`config.mk`:
```
export PLATFORM = sky130hd
export DESIGN_NAME = button_debounce_press_classifier_unit
export DESIGN_NICKNAME = d
export VERILOG_FILES = /design/src/hdl/bdpc_pkg.sv /design/src/hdl/bdpc_cfg_regs.sv /design/src/hdl/bdpc_classifier.sv /design/src/hdl/button_debounce_press_classifier_unit.sv
export SDC_FILE = /design/constraint.sdc
export NUM_CORES = 1
export LEC_CHECK = 0
export BUFFER_PORTS_ARGS = -buffer_cell sky130_fd_sc_hd__buf_2
export CAP_MARGIN = 30
export CORE_MARGIN = 1
export CORE_UTILIZATION = 45
export CTS_CLUSTER_SIZE = 28
export DETAILED_ROUTE_END_ITERATION = 8
export GPL_ROUTABILITY_DRIVEN = 0
export PLACE_DENSITY = 0.62
export SETUP_SLACK_MARGIN = 0.1
export SLEW_MARGIN = 20
export SYNTH_ARGS = -nofsm -noshare
export SYNTH_HDL_FRONTEND = slang
export SYNTH_SLANG_ARGS = --single-unit
```
`constraint.sdc`:
```
create_clock -name clk -period 4.8 [get_ports clk]
set_input_delay 0.96 -clock clk [delete_from_list [all_inputs] [get_ports clk]]
set_output_delay 0.96 -clock clk [all_outputs]
set_load 0.05 [all_outputs]
```
`src/hdl/bdpc_pkg.sv`:
```
// Shared types and constants for the button debounce press classifier.
// No dependencies; imported by every other module of the block.
`timescale 1ns / 1ps

package bdpc_pkg;

    // widths of fields and registers
    localparam int unsigned TimeW = 32;
    localparam int unsigned CfgW  = 16;
    localparam int unsigned EvW   = 2;

    // register reset values
    localparam logic [CfgW-1:0] DebounceTimeRst  = 16'd20;
    localparam logic [CfgW-1:0] LongPressTimeRst = 16'd1000;

    // register map, index taken from the word address
    localparam logic RegDebounceTime  = 1'b0;
    localparam logic RegLongPressTime = 1'b1;

    // debouncer phases, one-hot
    typedef enum logic [3:0] {
        PH_RELEASED    = 4'b0001,
        PH_DEB_PRESS   = 4'b0010,
        PH_PRESSED     = 4'b0100,
        PH_DEB_RELEASE = 4'b1000
    } phase_t;

    // event codes
    typedef enum logic [EvW-1:0] {
        EV_NONE  = 2'd0,
        EV_SHORT = 2'd1,
        EV_LONG  = 2'd2
    } event_t;

    // configuration handed from the register file to the classifier
    typedef struct packed {
        logic [CfgW-1:0] debounce_time;
        logic [CfgW-1:0] long_press_time;
    } cfg_t;

    // one classified sample
    typedef struct packed {
        event_t press_event;
        logic   busy_res;
    } result_t;

endpackage

```
`src/hdl/bdpc_cfg_regs.sv`:
```
// APB-style configuration registers: debounce time and long-press time.
// Depends on bdpc_pkg for the register map, reset values and cfg_t.
`timescale 1ns / 1ps

module bdpc_cfg_regs
    import bdpc_pkg::*;
(
    input  logic        clk,
    input  logic        rst_n,
    input  logic        psel,
    input  logic        penable,
    input  logic        pwrite,
    input  logic [2:0]  paddr,
    input  logic [31:0] pwdata,
    output logic [31:0] prdata,
    output logic        pready,
    output cfg_t        cfg
);

    logic            wr_en;
    logic            reg_sel;
    logic [CfgW-1:0] debounce_time_reg;
    logic [CfgW-1:0] long_press_time_reg;

    // word select, byte lanes ignored
    assign reg_sel = paddr[2];
    assign wr_en   = psel & penable & pwrite & pready;
    assign pready  = 1'b1;

    // register write
    always_ff @(posedge clk or negedge rst_n)
    begin
        if (!rst_n)
        begin
            debounce_time_reg   <= DebounceTimeRst;
            long_press_time_reg <= LongPressTimeRst;
        end
        else if (wr_en)
        begin
            if (reg_sel == RegDebounceTime)
                debounce_time_reg <= pwdata[CfgW-1:0];
            else
                long_press_time_reg <= pwdata[CfgW-1:0];
        end
    end

    // read back
    always_comb
    begin
        if (reg_sel == RegDebounceTime)
            prdata = {{(32-CfgW){1'b0}}, debounce_time_reg};
        else
            prdata = {{(32-CfgW){1'b0}}, long_press_time_reg};
    end

    assign cfg.debounce_time   = debounce_time_reg;
    assign cfg.long_press_time = long_press_time_reg;

endmodule

```
`src/hdl/bdpc_classifier.sv`:
```
// Debounce state machine and press classification for one sample per step.
// Depends on bdpc_pkg for phase_t, event_t, cfg_t and result_t.
`timescale 1ns / 1ps

module bdpc_classifier
    import bdpc_pkg::*;
(
    input  logic             clk,
    input  logic             rst_n,
    input  logic             step,
    input  logic             pin_pressed,
    input  logic [TimeW-1:0] now_ms,
    input  cfg_t             cfg,
    output result_t          result
);

    phase_t           phase_reg, phase_next;
    logic [TimeW-1:0] phase_entry_time_reg, phase_entry_time_next;
    logic [TimeW-1:0] press_start_time_reg, press_start_time_next;
    logic             long_fired_reg, long_fired_next;
    event_t           event_code;
    logic             debounce_done;
    logic             long_done;
    logic [TimeW-1:0] since_entry;
    logic [TimeW-1:0] since_press;

    // wrap-around elapsed times against the thresholds
    assign since_entry   = now_ms - phase_entry_time_reg;
    assign since_press   = now_ms - press_start_time_reg;
    assign debounce_done = since_entry >= {{(TimeW-CfgW){1'b0}}, cfg.debounce_time};
    assign long_done     = since_press >= {{(TimeW-CfgW){1'b0}}, cfg.long_press_time};

    // next phase and event
    always_comb
    begin
        phase_next            = phase_reg;
        phase_entry_time_next = phase_entry_time_reg;
        press_start_time_next = press_start_time_reg;
        long_fired_next       = long_fired_reg;
        event_code            = EV_NONE;
        unique case (phase_reg)
            PH_RELEASED:
            begin
                if (pin_pressed)
                begin
                    phase_next            = PH_DEB_PRESS;
                    phase_entry_time_next = now_ms;
                end
            end
            PH_DEB_PRESS:
            begin
                if (!pin_pressed)
                    phase_next = PH_RELEASED;
                else if (debounce_done)
                begin
                    phase_next            = PH_PRESSED;
                    press_start_time_next = now_ms;
                    long_fired_next       = 1'b0;
                end
            end
            PH_PRESSED:
            begin
                if (!pin_pressed)
                begin
                    phase_next            = PH_DEB_RELEASE;
                    phase_entry_time_next = now_ms;
                end
                else if (!long_fired_reg && long_done)
                begin
                    long_fired_next = 1'b1;
                    event_code      = EV_LONG;
                end
            end
            PH_DEB_RELEASE:
            begin
                // bounce back keeps the hold start and long flag
                if (pin_pressed)
                    phase_next = PH_PRESSED;
                else if (debounce_done)
                begin
                    phase_next      = PH_RELEASED;
                    long_fired_next = 1'b0;
                    if (!long_fired_reg)
                        event_code = EV_SHORT;
                end
            end
            default:
            begin
                phase_next      = PH_RELEASED;
                long_fired_next = 1'b0;
            end
        endcase
    end

    assign result.press_event = event_code;
    assign result.busy_res    = (phase_next != PH_RELEASED) | pin_pressed;

    // state update on each processed sample
    always_ff @(posedge clk or negedge rst_n)
    begin
        if (!rst_n)
        begin
            phase_reg            <= PH_RELEASED;
            phase_entry_time_reg <= '0;
            press_start_time_reg <= '0;
            long_fired_reg       <= 1'b0;
        end
        else if (step)
        begin
            phase_reg            <= phase_next;
            phase_entry_time_reg <= phase_entry_time_next;
            press_start_time_reg <= press_start_time_next;
            long_fired_reg       <= long_fired_next;
        end
    end

    // long flag is always clear once released
    a_released_no_long: assert property (@(posedge clk) disable iff (!rst_n)
        phase_reg == PH_RELEASED |-> !long_fired_reg)
        else $error("long flag set in released phase");

    // a long press leaves the button pressed with the flag set
    a_long_sets_flag: assert property (@(posedge clk) disable iff (!rst_n)
        step && event_code == EV_LONG |=> long_fired_reg && phase_reg == PH_PRESSED)
        else $error("long press did not latch");

    // a short press ends the hold
    a_short_releases: assert property (@(posedge clk) disable iff (!rst_n)
        step && event_code == EV_SHORT |=> phase_reg == PH_RELEASED)
        else $error("short press without release");

endmodule

```
`src/hdl/button_debounce_press_classifier_unit.sv`:
```
// Top level of the button debounce press classifier: sample register,
// classifier and result register. Depends on bdpc_pkg, bdpc_cfg_regs, bdpc_classifier.
//
//  channel   signals                                    direction
//  -------   ----------------------------------------   ---------
//  sample    in_valid/in_ready, pin_pressed, now_ms     in
//  result    out_valid/out_ready, press_event, busy_res  out
//  config    psel/penable/pwrite/paddr/pwdata/prdata    in/out
//
// One sample per cycle sustained while the result side is ready; a sample passes
// through the sample register and then the result register before it is offered.
// The classifier state advances as a sample moves into the result register.
// A stalled result blocks only once the sample register is also full.
// rst_n clears the phase to released, both times to zero and the registers
// to their defaults; no clearing pass is needed.
`timescale 1ns / 1ps

module button_debounce_press_classifier_unit
    import bdpc_pkg::*;
(
    input  logic             clk,
    input  logic             rst_n,
    input  logic             in_valid,
    output logic             in_ready,
    input  logic             pin_pressed,
    input  logic [TimeW-1:0] now_ms,
    output logic             out_valid,
    input  logic             out_ready,
    output logic [EvW-1:0]   press_event,
    output logic             busy_res,
    input  logic             psel,
    input  logic             penable,
    input  logic             pwrite,
    input  logic [2:0]       paddr,
    input  logic [31:0]      pwdata,
    output logic [31:0]      prdata,
    output logic             pready
);

    cfg_t             cfg;
    result_t          result;
    logic             in_valid_reg;
    logic             pin_pressed_reg;
    logic [TimeW-1:0] now_ms_reg;
    logic             out_valid_reg;
    result_t          result_reg;
    logic             advance;

    bdpc_cfg_regs u_cfg_regs (
        .clk     (clk),
        .rst_n   (rst_n),
        .psel    (psel),
        .penable (penable),
        .pwrite  (pwrite),
        .paddr   (paddr),
        .pwdata  (pwdata),
        .prdata  (prdata),
        .pready  (pready),
        .cfg     (cfg)
    );

    // handshake: sample moves on when the result slot is free or drains
    assign advance  = in_valid_reg & (~out_valid_reg | out_ready);
    assign in_ready = ~in_valid_reg | advance;

    // sample register
    always_ff @(posedge clk or negedge rst_n)
    begin
        if (!rst_n)
            in_valid_reg <= 1'b0;
        else if (in_ready)
            in_valid_reg <= in_valid;
    end

    always_ff @(posedge clk)
    begin
        if (in_valid & in_ready)
        begin
            pin_pressed_reg <= pin_pressed;
            now_ms_reg      <= now_ms;
        end
    end

    bdpc_classifier u_classifier (
        .clk         (clk),
        .rst_n       (rst_n),
        .step        (advance),
        .pin_pressed (pin_pressed_reg),
        .now_ms      (now_ms_reg),
        .cfg         (cfg),
        .result      (result)
    );

    // result register
    always_ff @(posedge clk or negedge rst_n)
    begin
        if (!rst_n)
            out_valid_reg <= 1'b0;
        else if (advance)
            out_valid_reg <= 1'b1;
        else if (out_ready)
            out_valid_reg <= 1'b0;
    end

    always_ff @(posedge clk)
    begin
        if (advance)
            result_reg <= result;
    end

    assign out_valid   = out_valid_reg;
    assign press_event = result_reg.press_event;
    assign busy_res    = result_reg.busy_res;

    // a waiting result is never dropped
    a_result_held: assert property (@(posedge clk) disable iff (!rst_n)
        out_valid_reg && !out_ready |=> out_valid_reg && $stable(result_reg))
        else $error("pending result lost");

    // an empty result slot never blocks the sample side
    a_no_false_stall: assert property (@(posedge clk) disable iff (!rst_n)
        !out_valid_reg |-> in_ready)
        else $error("sample stalled with free result slot");

    // no undefined event code leaves the block
    a_event_code: assert property (@(posedge clk) disable iff (!rst_n)
        out_valid_reg |-> press_event != 2'd3)
        else $error("invalid event code");

endmodule
```
Word level (Yosys, flattened, before mapping) --
Index checks and enable logic that the tools add are counted.
Word-level totals: flip-flop bits (word level) 139, bits of input ports 75, output and inout bits 38, word-level logic and storage cells 72
Operators by class: add/sub/neg operators 2, order comparisons 2, equality and inequality tests 11, muxes and demuxes 25, bitwise gates (word level) 11, reduce and logical (&&, ||, !) cells 9
Operators by type and width (count):
- 32-bit by 16-bit >= comparator with 1-bit output | 2
- 32-bit 2-to-1 mux | 2
- 32-bit case mux with 2 select lines | 1
- 32-bit subtractor | 2
- 4-bit 2-to-1 mux | 6
- 16-bit 2-to-1 mux | 1
- 4-bit case mux with 4 select lines | 1
- 2-bit != test (second input constant) | 5
- 1-bit 2-to-1 mux | 8
- 2-bit 2-to-1 mux | 4
- 4-bit AND reduction | 2
- 6-bit AND reduction | 1
- 1-bit AND | 4
- 4-bit by 1-bit equality test with 1-bit output (second input constant) | 1
- 4-bit by 2-bit equality test with 1-bit output (second input constant) | 1
- 4-bit by 3-bit equality test with 1-bit output (second input constant) | 1
- 4-bit equality test (second input constant) | 1
- 4-bit by 1-bit != test with 1-bit output (second input constant) | 1
- 1-bit inverter | 4
- 1-bit case mux with 4 select lines | 1
- 2-bit case mux with 2 select lines | 1
- 2-bit AND reduction | 2
- 2-bit nonzero test | 2
- 1-bit OR | 3
- 3 further kinds | 3

Depth between registers and ports, before layout --
Gate-level depths: netlist of run 1.
word-level depth 7, gate-level depth with buffers 23, depth with buffers taken out 23

Modules after synthesis --
A second synthesis of run 1 with hierarchy kept.
Second synthesis, totals: cell total of the unflattened synthesis 1090, area, all modules 10715.3 µm²
By module, submodules not included:
- bdpc_classifier | instances 1, cells each 941, area each 7922.6 µm², seq. area each 1727.9 µm²
- bdpc_cfg_regs | instances 1, cells each 105, area each 1607.8 µm², seq. area each 810.8 µm²
- button_debounce_press_classifier_unit | instances 1, cells each 44, area each 1184.9 µm², seq. area each 1131.1 µm²

Worst setup path before layout of run 1 --
OpenSTA, ideal clock, no wires.
kind reg2reg, start reg now_ms_reg[2], end reg u_classifier.press_start_time_reg[10], library setup time 125 ps, arrival 4624 ps, required time 4675 ps, path slack 51 ps, cell stages (with the launch flop) 22, cell sequence edfxtp_1 > ha_1 > o211ai_1 > a21oi_2 > o21a_1 > o21ai_0 > a21oi_1 > nor2b_1 > o21bai_1 > a21oi_1 > xnor2_1 > ha_1 > and4_1 > a221oi_1 > a21oi_1 > or4_1 > nor4_1 > nand4bb_1 > nor4_4 > nor3_4 > buf_12 > mux2_4
Between the ends: longest elaborated chain between the ends 3
Ends and longest elaborated chain:
- start: declaration | RTL line button_debounce_press_classifier_unit.sv:44 | logic [TimeW-1:0] now_ms_reg;
- start signal: assignment | RTL line button_debounce_press_classifier_unit.sv:80 | now_ms_reg <= now_ms;
- 32-bit subtractor | RTL line bdpc_classifier.sv:28 | assign since_entry = now_ms - phase_entry_time_reg;
- 32-bit by 16-bit >= comparator with 1-bit output | RTL line bdpc_classifier.sv:30 | assign debounce_done = since_entry >= {{(TimeW-CfgW){1'b0}}, cfg.debounce_time};
- 4-bit AND reduction (no source line)
- end signal: assignment | RTL line bdpc_classifier.sv:112 | press_start_time_reg <= press_start_time_next;
- end: declaration | RTL line bdpc_classifier.sv:19 | logic [TimeW-1:0] press_start_time_reg, press_start_time_next;
No other way between the ends. A chain may end at the register's enable or synchronous reset.

Worst setup path in the final report of run 1 --
start reg now_ms_reg[0], end reg u_classifier.long_fired_reg
Between the ends: longest elaborated chain between the ends 5, elaborated cells on any way between the ends 11, those cells by class 2 x add/sub; 2 x order compare; 1 x eq/ne; 4 x mux; 2 x reduce/logical
Ends and longest elaborated chain:
- 32-bit subtractor (on tied branches) | RTL line bdpc_classifier.sv:28, bdpc_classifier.sv:29
- 32-bit by 16-bit >= comparator with 1-bit output (on tied branches) | RTL line bdpc_classifier.sv:30, bdpc_classifier.sv:31
- 1-bit 2-to-1 mux or 1-bit logical AND (tied branches)
- 1-bit 2-to-1 mux (tied with other cells)
- 1-bit case mux with 4 select lines or 6-bit AND reduction (tied branches)
- end signal: assignment | RTL line bdpc_classifier.sv:113 | long_fired_reg <= long_fired_next;
- end: declaration | RTL line bdpc_classifier.sv:20 | logic long_fired_reg, long_fired_next;
Parallel ways exist; a longest one is shown, timed or not. The select of a mux whose other input is x is not followed.

==> impl_metrics.json, run 1 <==
{
  "synth.yosys.warnings": 0,
  "worstRegToRegCells": 22,
  "final_period_minus_worst_setup_slack_ns": 4.93,
  "critical_path_required_time_ns": 5.13,
  "final-hold-violation-count": 0,
  "ys_flop_type": "dfrtp_1",
  "achievable-frequency_mhz": 203,
  "worst_slew_slack_as_a_fraction_of_its_limit_pct": 39.0,
  "count_of_final_setup_violators": 33,
  "final_antenna_net_count": 0,
  "drt-pass1-iter-count": 5,
  "finalHoldWorstSlack_ns": 0.407,
  "initial_antenna_violation_count": 0,
  "clock_latency_ns": 0.45,
  "timing.final.crit_share_pct": 103,
  "slowest_stage": "or4b_4",
  "critical_path.reg2reg.endpoint": "u_classifier.long_fired_reg$_DFFE_PN0P_",
  "antenna_cells_inserted": 0,
  "pin_count_of_the_biggest_net_entering_global_routing": 56,
  "dpl.hpwl_um": 21100,
  "grt_overflow": 0,
  "synth-seq-cells": 139,
  "areaGrowthSynthToFinish_pct": 19.7,
  "slew_violations": 0,
  "crit_path_max_incr_delay_ns": 0.54,
  "port-buffer-count": 77,
  "setup-tns-final_ns": -1.16,
  "total_via_count_after_detailed_routing": 9253,
  "cp_cell_sequence": "inv_2 -> ha_4 -> inv_2 -> fa_2 -> a211oi_4 -> o2111ai_4 -> a311oi_2 -> nand2_1 -> xor2_1 -> ha_1 -> nand4_1 -> a211o_1 -> a21oi_2 -> a2111oi_2 -> or4b_4 -> nor4_4 -> and4b_1 -> nand4b_1 -> nor4_4 -> buf_4 -> a311oi_1 -> o32a_1",
  "finish.utilization_pct": 55.1,
  "number_of_remaining_drc_errors": 0,
  "drt-vias-per-instance": 5.68,
  "unrepaired_setup_endpoints_after_global_routing": "yes",
  "synth-seq-area-share_pct": 33.7,
  "finalNetCount": 1467,
  "finalNonFillerCells": 1628,
  "status": "complete, but fails checks",
  "netlist_instances": 1154,
  "first_iter_violations": 588,
  "cts_max_path_buffers": 2,
  "initial_utilization_pct": 46.1,
  "die_h_um": 157,
  "clkSinkCount": 139,
  "synth_edf_count": 36,
  "drv.max_cap_violation_count": 0,
  "cts_tree": "yes",
  "cts_made_buffers": 17,
  "grt_util_all_layers_pct": 23.9,
  "synthesis.area_per_instance_um2": 9.42,
  "setup.reg_to_reg.worst_slack_ns": -0.13,
  "asyncSetResetFlopFracSynth_pct": 74.1,
  "place_inst": 1575,
  "source_of_the_worst_register_to_register_timing_path": "now_ms_reg[0]$_DFFE_PP_",
  "clkTransAtPathRegs_ns": 0.08,
  "rows": 56,
  "start_kind": "flip-flop",
  "path_class": "reg -> reg",
  "vias_in_the_first_global_route": 8840,
  "fraction_of_final_layout_cells_with_drive_strength_greater_than_1_pct": 28.5,
  "wire_per_inst_um": 17.7,
  "leakage_power_nw": 5.79,
  "cts-root-buf": "clkbuf_16",
  "power_density_mw_per_mm2": 662,
  "htree_num_levels": 4,
  "violations_in_the_final_reports": "negative setup slack",
  "fin_worst_skew_ns": 0.0169,
  "pin_count": 113,
  "cts.hold.buffers_added": 0,
  "core_area_mm2": 0.0236,
  "crit_path_max_fanout": 4,
  "min-delay-path-class": "in -> async",
  "critPathCaptureType": "flip-flop",
  "design.die.area_mm2": 0.0248,
  "post_synth_instance_area_mm2": 0.0109,
  "totalWireLength_um": 28800,
  "setup_slack_ns": -0.131,
  "worst_slew_pin_slew_ns": 0.915,
  "cp_data_arrival_time_ns": 5.26,
  "grt_pass1_wl_um": 45700,
  "fp.dieW_um": 157,
  "netlist-cell-type-count": 93,
  "ir_worst_vdd_mv": 0.291
}
==> repair_timing <==
action	4_1_cts	5_1_grt
setup buffers	13	7
resized for setup	43	24
pin swaps	26	28
cloned	3	0
endpoints found under the setup margin	40	40
==> cells in the mapped netlist, types with 4 or more instances <==
master | count | area [µm²]
or2_2 | 8 | 50.1
o31ai_1 | 4 | 30.0
dfrtp_1 | 94 | 2350
and3_1 | 4 | 25.0
mux2_2 | 66 | 743
nor2_1 | 57 | 214
inv_1 | 118 | 443
a31oi_1 | 14 | 87.6
o2111ai_1 | 5 | 43.8
nand3_1 | 22 | 110
or4_1 | 4 | 30.0
xor2_1 | 15 | 131
a21boi_0 | 4 | 30.0
o211ai_1 | 21 | 158
mux2_4 | 29 | 435
mux2i_1 | 4 | 40.0
and2_1 | 9 | 56.3
o21bai_1 | 8 | 60.1
a21o_1 | 25 | 188
nand4b_1 | 4 | 35.0
a211o_1 | 6 | 52.6
nand4_1 | 14 | 87.6
dfstp_2 | 9 | 236
o21ai_0 | 50 | 250
a21oi_2 | 4 | 35.0
nor3_1 | 29 | 145
ha_1 | 94 | 1180
or3_1 | 9 | 56.3
xnor2_1 | 31 | 272
nand2b_1 | 22 | 138
nand2_1 | 89 | 334
edfxtp_1 | 36 | 1080
buf_4 | 21 | 158
nor4_1 | 7 | 43.8
nand3b_1 | 4 | 30.0
a21oi_1 | 70 | 350
o21a_1 | 11 | 82.6
a311oi_1 | 7 | 61.3
clkbuf_1 | 32 | 120
a211oi_1 | 12 | 90.1
==> cells in the final DEF, fill, tap and decap left out, types with 15 or more instances in the layout <==
| cell type | n |
|---|---|
| a21o_1 | 25 |
| a21oi_1 | 64 |
| buf_2 | 76 |
| buf_4 | 85 |
| clkbuf_16 | 18 |
| conb_1 | 17 |
| dfrtp_1 | 94 |
| edfxtp_1 | 36 |
| ha_1 | 88 |
| inv_1 | 116 |
| mux2_2 | 65 |
| mux2_4 | 30 |
| nand2_1 | 88 |
| nand2b_1 | 21 |
| nand3_1 | 22 |
| nor2_1 | 57 |
| nor3_1 | 29 |
| o211ai_1 | 21 |
| o21ai_0 | 46 |
| xnor2_1 | 30 |
| xor2_1 | 15 |
==> metal layers <==
| layer | GRT usage [%] | up-vias | routed length, µm | share of wire, % |
|---|---|---|---|---|
| met4 | 6.61 | 0 | 501 | 1.7 |
| met3 | 3.30 | 43 | 1340 | 4.7 |
| met2 | 38.1 | 295 | 13200 | 46 |
| met5 | 0 | - | 0 | 0 |
| met1 | 33.7 | 4474 | 13700 | 48 |
| li1 | - | 4441 | - | - |
==> how the worst max path moves through the flow <==
| stage | slack [ns] | startpoint | end |
|---|---|---|---|
| 2_1_floorplan | 0.11 | now_ms_reg[2]$_DFFE_PP_ | u_classifier.press_start_time_reg[10]$_DFFE_PN0P_ |
| 3_3_place_gp | -0.53 | now_ms_reg[0]$_DFFE_PP_ | u_classifier.long_fired_reg$_DFFE_PN0P_ |
| 3_5_place_dp | -0.68 | now_ms_reg[0]$_DFFE_PP_ | u_classifier.long_fired_reg$_DFFE_PN0P_ |
| 4_1_cts | -0.10 | now_ms_reg[0]$_DFFE_PP_ | u_classifier.long_fired_reg$_DFFE_PN0P_ |
| 5_1_grt | -0.31 | now_ms_reg[0]$_DFFE_PP_ | u_classifier.long_fired_reg$_DFFE_PN0P_ |
| 6_report | -0.13 | now_ms_reg[0]$_DFFE_PP_ | u_classifier.long_fired_reg$_DFFE_PN0P_ |
==> cells by family (layout without fill, tap and decap cells) <==
kind of cell | Yosys count | in the layout | synth area share, %
AO/OA/AOI/OAI | 289 | 289 | 18.2
buffers and inverters | 179 | 319 | 7.55
XOR/XNOR | 46 | 46 | 3.71
other | 2 | 17 | 0.0691
flip-flops | 139 | 139 | 33.7
multiplexers | 99 | 99 | 11.2
AND/OR/NAND/NOR | 304 | 304 | 14.4
adder cells (fa/ha/maj) | 96 | 96 | 11.2
==> layout make-up <==
cell class                      instances  area [µm²]
Inverter                              118         443
Clock inverter                         15         171
Fill cell                            2100       10600
Multi-Input combinational cell        851        6750
Sequential cell                       139        3670
Timing Repair Buffer                  169        1160
Clock buffer                           17         425
Tap cell                              319         399
==> per-stage QoR <==
stage / cell area (µm²) / total power [W] / setup WS, ns
floorplan: 11000 / 0.00548 / 0.110
global placement: 11900 / 0.00667 / -0.529
detailed placement: 11900 / 0.00677 / -0.684
CTS: 12900 / 0.00839 / -0.104
global route: 13000 / 0.00926 / -0.305
finish: 13000 / 0.00861 / -0.131
==> power breakdown <==
part,leakage (nW),internal [W],switching (W),total [W]
Clock,0.295,0.000705,0.000646,0.00135
Combinational,3.89,0.00244,0.00300,0.00544
Sequential,1.60,0.00158,0.000242,0.00182
==> worst max-delay path: cells and delay by family (launching register included) <==
family / cells / cell delay [ns]
DFF: 1 / 0.40
AOI/OAI and AO/OA: 8 / 1.51
and+or+nand+nor: 7 / 1.63
xor gates and xnor gates: 1 / 0.20
adders and majority gates: 3 / 0.80
buffers and inverters: 3 / 0.30
Power figures use the tool's default switching activity.
==> run 2: changes to the inputs <==
- CORE_UTILIZATION: 45 -> 40
- PLACE_DENSITY: 0.62 -> 0.56
==> run 2 against run 1 <==
- the flow still finishes with violations (negative setup slack)
- die area rose by 12%
- critical path depth rose by 2
- non-clock buffer count rose by 3
- sequential power barely moved
- register-to-register slack improved by 0.11 ns
- first-iteration DRC count fell by 3.6%
- final cell count rose by 1.2%
- core utilization fell by 5.6 points
- combinational power barely moved
- sequential cell count did not move
- fmax rose by 2.3%
- critical endpoint unchanged
- highest routed layer unchanged
==> impl_metrics.json, run 2 (same netlist as run 1, synthesis figures left out) <==
{
  "status": "complete, but fails checks",
  "violations_in_the_final_reports": "negative setup slack",
  "critical_path_required_time_ns": 5.12,
  "crit_family": "simple AND/OR/NAND/NOR gates",
  "leakage_power_nw": 5.79,
  "final_antenna_net_count": 0,
  "areaGrowthSynthToFinish_pct": 19.9,
  "clock_latency_ns": 0.43,
  "layout.cells.most_common": "inv_1",
  "crit_path_max_incr_delay_ns": 0.51,
  "power_density_mw_per_mm2": 660,
  "core_area_mm2": 0.0264,
  "fraction_of_final_layout_cells_with_drive_strength_greater_than_1_pct": 29.0,
  "finalNetCount": 1470,
  "unrepaired_setup_endpoints_after_global_routing": "yes",
  "slowest_stage": "or4b_4",
  "grt_pass1_wl_um": 46400,
  "cp_cell_sequence": "inv_2 -> ha_4 -> inv_2 -> fa_2 -> a211oi_4 -> o2111ai_4 -> nand2_1 -> nand2_1 -> a21oi_1 -> o21bai_1 -> xor2_1 -> ha_1 -> nand4_1 -> a211o_1 -> a21oi_1 -> a2111oi_2 -> or4b_4 -> nor4_4 -> and4b_1 -> nand4b_1 -> nor4_2 -> buf_4 -> a311oi_1 -> o32a_1",
  "ir_worst_vdd_mv": 0.259,
  "path_buf_inv": 3,
  "place_inst": 1592,
  "fp.dieW_um": 167,
  "drt-pass1-iter-count": 7,
  "critPathCaptureType": "flip-flop",
  "cts_max_path_buffers": 2,
  "start_kind": "flip-flop",
  "wire_per_inst_um": 17.7,
  "cts_made_buffers": 17,
  "worst_slew_pin_slew_ns": 0.857,
  "drt-vias-per-instance": 5.49,
  "pin_count": 113,
  "drv.max_cap_violation_count": 0,
  "dpl.hpwl_um": 21400,
  "design.die.area_mm2": 0.0278,
  "fin_worst_skew_ns": 0.0141,
  "cts_tree": "yes",
  "grt_util_all_layers_pct": 21.2,
  "cp_data_arrival_time_ns": 5.14,
  "initial_antenna_violation_count": 0,
  "slew_violations": 0,
  "vias_in_the_first_global_route": 8703,
  "die_h_um": 167,
  "setup_slack_ns": -0.0217,
  "total_via_count_after_detailed_routing": 9049,
  "timing.final.crit_share_pct": 100,
  "first_iter_violations": 567,
  "dp_worst_setup_slack_ns": -0.495,
  "achievable-frequency_mhz": 207,
  "htree_num_levels": 4,
  "antenna_cells_inserted": 0,
  "number_of_remaining_drc_errors": 0,
  "cts-root-buf": "clkbuf_16",
  "worst_slew_slack_as_a_fraction_of_its_limit_pct": 42.1,
  "most_frequent_cells_in_the_layout": "inv_1 (116), dfrtp_1 (94), nand2_1 (89), ha_1 (89), buf_4 (87)",
  "crit_path_max_fanout": 4,
  "clkSinkCount": 139,
  "port-buffer-count": 77,
  "finalNonFillerCells": 1647,
  "pin_count_of_the_biggest_net_entering_global_routing": 56,
  "clkTransAtPathRegs_ns": 0.07,
  "setup-tns-final_ns": -0.0238,
  "rows": 59,
  "total_power_w": 0.00861,
  "count_of_final_setup_violators": 2,
  "path_class": "reg -> reg",
  "initial_utilization_pct": 41.3,
  "cts.hold.buffers_added": 0,
  "totalWireLength_um": 29200,
  "grt_overflow": 0,
  "final-hold-violation-count": 0,
  "min-delay-path-class": "in -> async",
  "final_period_minus_worst_setup_slack_ns": 4.82
}
==> run 2: changes by cell type in the layout (fill, tap and decap cells not counted), moves of 2 or more <==
cell	delta
buf_4	+2
clkinv_8	-3
inv_4	+3
inv_6	+3
inv_8	-7
o21ai_1	-2
o21ai_2	+2
==> run 2: worst register-to-register path: cells and delay by family (launching register included) <==
family | cells | cell delay [ns]
buffers and inverters | 3 | 0.32
XOR/XNOR | 1 | 0.19
AND/OR/NAND/NOR | 8 | 1.75
adder cells (fa/ha/maj) | 3 | 0.77
flip-flops | 1 | 0.40
AO/OA/AOI/OAI | 9 | 1.29
==> run 2: cell type report <==
type | count | area, µm²
Tap cell | 335 | 419
Multi-Input combinational cell | 851 | 6760
Clock buffer | 20 | 468
Sequential cell | 139 | 3670
Fill cell | 2459 | 13300
Inverter | 118 | 443
Timing Repair Buffer | 172 | 1180
Clock inverter | 12 | 96.3
==> run 2: repair_timing <==
action	CTS	global route
gates cloned	3	0
endpoints found under the setup margin	40	40
pin swaps	47	24
gates resized for setup	40	33
setup buffers	13	11
==> run 2: where the power goes <==
| part | leakage (nW) | switching, W | internal (W) |
|---|---|---|---|
| logic | 3.91 | 0.00301 | 0.00246 |
| clock network | 0.280 | 0.000595 | 0.000720 |
| registers | 1.60 | 0.000240 | 0.00158 |
| total | 5.79 | 0.00384 | 0.00477 |
==> run 2: per-layer routing <==
layer | vias up | wire length [µm] | track usage (%)
met2 | 219 | 12800 | 32.2
met1 | 4363 | 14800 | 31.0
met4 | 0 | 371 | 5.52
met3 | 25 | 1240 | 3.26
met5 | - | 0 | 0
li1 | 4442 | - | -
==> run 2: worst paths after layout <==
check                                               from  depth (start not counted)  slack, ns                                                 to
worst max-delay path             now_ms_reg[0]$_DFFE_PP_                         24      -0.02            u_classifier.long_fired_reg$_DFFE_PN0P_
worst min-delay path                               rst_n                          1       0.33        u_cfg_regs.debounce_time_reg[0]$_DFFE_PN0P_
worst max register to register   now_ms_reg[0]$_DFFE_PP_                         24      -0.02            u_classifier.long_fired_reg$_DFFE_PN0P_
worst min register to register  in_valid_reg$_DFFE_PN0N_                          1       0.49                              out_valid$_DFFE_PN0P_
max in group asynchronous                          rst_n                          2       3.56  u_classifier.press_start_time_reg[28]$_DFFE_PN0P_
min in group clk                in_valid_reg$_DFFE_PN0N_                          1       0.49                              out_valid$_DFFE_PN0P_
==> run 2: through the flow <==
stage | hold slack (ns) | instance area [µm²] | util (%)
final | 0.327 | 13000 | 49.5
after global routing | 0.319 | 13000 | 49.5
after CTS | 0.320 | 12900 | 48.8
after detailed placement | 0.482 | 11900 | 45.3
after global placement | 0.475 | 11900 | 45.3
after floorplan | 0.454 | 11000 | -
==> run 3: changes to the inputs <==
- CORE_UTILIZATION: 40 -> 50
- PLACE_DENSITY: 0.56 -> 0.68
==> run 3 against run 2 <==
- the flow still finishes with violations (negative setup slack)
- hold slack improved by 0.056 ns
- non-clock buffer count is 2 lower
- count of clock-buffer cells in the layout fell by 3
- core utilization up 12 points
- global-route usage increased by 4.7 points
- clock skew rose by 0.0024 ns
- critical endpoint is now u_classifier.press_start_time_reg[9]$_DFFE_PN0P_
==> impl_metrics.json, run 3 (same netlist as run 1, synthesis figures left out) <==
{
  "crit_path_max_fanout": 8,
  "total_power_w": 0.00861,
  "antenna_cells_inserted": 0,
  "crit_family": "simple AND/OR/NAND/NOR gates",
  "min-delay-path-class": "in -> async",
  "slew_violations": 0,
  "wire_per_inst_um": 17.9,
  "fraction_of_final_layout_cells_with_drive_strength_greater_than_1_pct": 29.0,
  "dpl.hpwl_um": 20200,
  "global_route.usage.met2_pct": 39.8,
  "first_iter_violations": 700,
  "cts.hold.buffers_added": 0,
  "worst_slew_slack_as_a_fraction_of_its_limit_pct": 52.3,
  "core_area_mm2": 0.0212,
  "achievable-frequency_mhz": 201,
  "vias_in_the_first_global_route": 8752,
  "critical_path_required_time_ns": 5.12,
  "finalNetCount": 1468,
  "ir_worst_vdd_mv": 0.288,
  "fin_worst_skew_ns": 0.0165,
  "initial_utilization_pct": 51.4,
  "cts-root-buf": "clkbuf_16",
  "grt_util_met3_pct": 5.34,
  "violations_in_the_final_reports": "negative setup slack",
  "status": "complete, but fails checks",
  "crit_path_frequent_cell": "a21oi_2",
  "cts_max_path_buffers": 2,
  "setup_slack_ns": -0.184,
  "clkTransAtPathRegs_ns": 0.07,
  "port-buffer-count": 77,
  "crit_path_max_incr_delay_ns": 0.54,
  "grt_util_all_layers_pct": 25.8,
  "areaGrowthSynthToFinish_pct": 19.6,
  "cts_made_buffers": 17,
  "most_frequent_cells_in_the_layout": "inv_1 (116), dfrtp_1 (94), ha_1 (88)",
  "regArea_mm2": 0.00367,
  "cp_data_arrival_time_ns": 5.30,
  "drv.max_cap_violation_count": 0,
  "final_period_minus_worst_setup_slack_ns": 4.98,
  "path_buf_inv": 1,
  "critPathCaptureType": "flip-flop",
  "final_antenna_net_count": 0,
  "clock_latency_ns": 0.44,
  "clkSinkCount": 139,
  "drt-vias-per-instance": 5.81,
  "unrepaired_setup_endpoints_after_global_routing": "yes",
  "count_of_final_setup_violators": 37,
  "cts_tree": "yes",
  "final.fill_count": 1785,
  "pin_count": 113,
  "cp_cell_sequence": "ha_4 -> o211ai_1 -> a21oi_2 -> o21a_1 -> o21ai_2 -> a21oi_1 -> nor2b_1 -> o21bai_1 -> a21oi_2 -> xnor2_2 -> ha_1 -> and4_4 -> a221oi_4 -> a21oi_2 -> or4_4 -> nor4_4 -> nand4bb_1 -> nor4_4 -> nor3_4 -> clkbuf_16 -> mux2_4",
  "slowest_stage": "or4_4",
  "worst_slew_pin_slew_ns": 0.706,
  "grt_overflow": 0,
  "layout.cells.most_common": "inv_1",
  "htree_num_levels": 4,
  "setup-tns-final_ns": -5.71,
  "gr-usage-met1_pct": 35.6,
  "power_density_mw_per_mm2": 662,
  "final-hold-violation-count": 0,
  "timing.final.crit_share_pct": 104,
  "drt-pass1-iter-count": 8,
  "pin_count_of_the_biggest_net_entering_global_routing": 74,
  "path_class": "reg -> reg",
  "top_usage_layer": "met2",
  "initial_antenna_violation_count": 0,
  "fp.dieW_um": 149,
  "number_of_remaining_drc_errors": 0,
  "start_kind": "flip-flop",
  "rows": 53,
  "leakage_power_nw": 5.79,
  "die_h_um": 149,
  "grt_pass1_wl_um": 44500,
  "multi_input_area_mm2": 0.00676,
  "design.die.area_mm2": 0.0223,
  "totalWireLength_um": 28300,
  "total_via_count_after_detailed_routing": 9216
}
==> run 3: cell count changes in the layout (fill, tap and decap cells not counted), moves of 2 or more <==
cell,change
inv_8,+4
buf_4,-3
inv_6,-3
clkinv_8,+2
nand2_1,-2
nand2_2,+2
o21ai_2,-2
or2_2,+2
or2_4,-2
xor2_1,-2
xor2_2,+2
==> run 3: repair_timing <==
item	4_1_cts	5_1_grt
pin swaps	28	22
buffers inserted	19	9
cloned	1	2
endpoints found under the setup margin	40	40
gates resized for setup	26	37
==> run 3: power by group <==
part	switching (W)	internal, W	total (W)
Clock	0.000614	0.000744	0.00136
Sequential	0.000245	0.00158	0.00183
Combinational	0.00298	0.00245	0.00543
Total	0.00384	0.00477	0.00861
==> run 3: path summary, 6_finish.rpt <==
| check | startpoint | cells past startpoint | endpoint | slack [ns] |
|---|---|---|---|---|
| setup / recovery | now_ms_reg[2]$_DFFE_PP_ | 21 | u_classifier.press_start_time_reg[9]$_DFFE_PN0P_ | -0.18 |
| hold / removal | rst_n | 1 | u_cfg_regs.debounce_time_reg[0]$_DFFE_PN0P_ | 0.38 |
| setup reg to reg | now_ms_reg[2]$_DFFE_PP_ | 21 | u_classifier.press_start_time_reg[9]$_DFFE_PN0P_ | -0.18 |
| hold reg to reg | in_valid_reg$_DFFE_PN0N_ | 1 | out_valid$_DFFE_PN0P_ | 0.50 |
| max in group asynchronous | rst_n | 3 | u_classifier.phase_reg[0]$_DFFE_PN1P_ | 3.35 |
| min in group clk | in_valid_reg$_DFFE_PN0N_ | 1 | out_valid$_DFFE_PN0P_ | 0.50 |
==> run 3: routing by layer <==
layer | vias to the layer above | part of all wire [%]
met2 | 334 | 45
met1 | 4388 | 46
li1 | 4425 | -
met3 | 69 | 6.4
met5 | - | 0
met4 | 0 | 2.8
==> run 3: metrics by stage <==
step	hold WS, ns	worst slack (ns)	std cells	instance area [µm²]	utilization [%]
after floorplan	0.454	0.110	1169	11000	-
after global placement	0.471	-0.321	1519	11800	55.6
after detailed placement	0.492	-0.412	1519	11800	55.6
after CTS	0.506	-0.112	1571	12700	59.8
after global routing	0.385	-0.376	1585	13000	61.5
final	0.382	-0.184	1585	13000	61.5
==> run 3: layout make-up <==
type	count	share of cell area, %
multi-input cells	851	52.0
clock buffers	17	3.27
well taps	275	2.65
repair buffers	170	9.14
flip-flops and latches	139	28.2
clock inverters	15	1.33
inverters	118	3.41
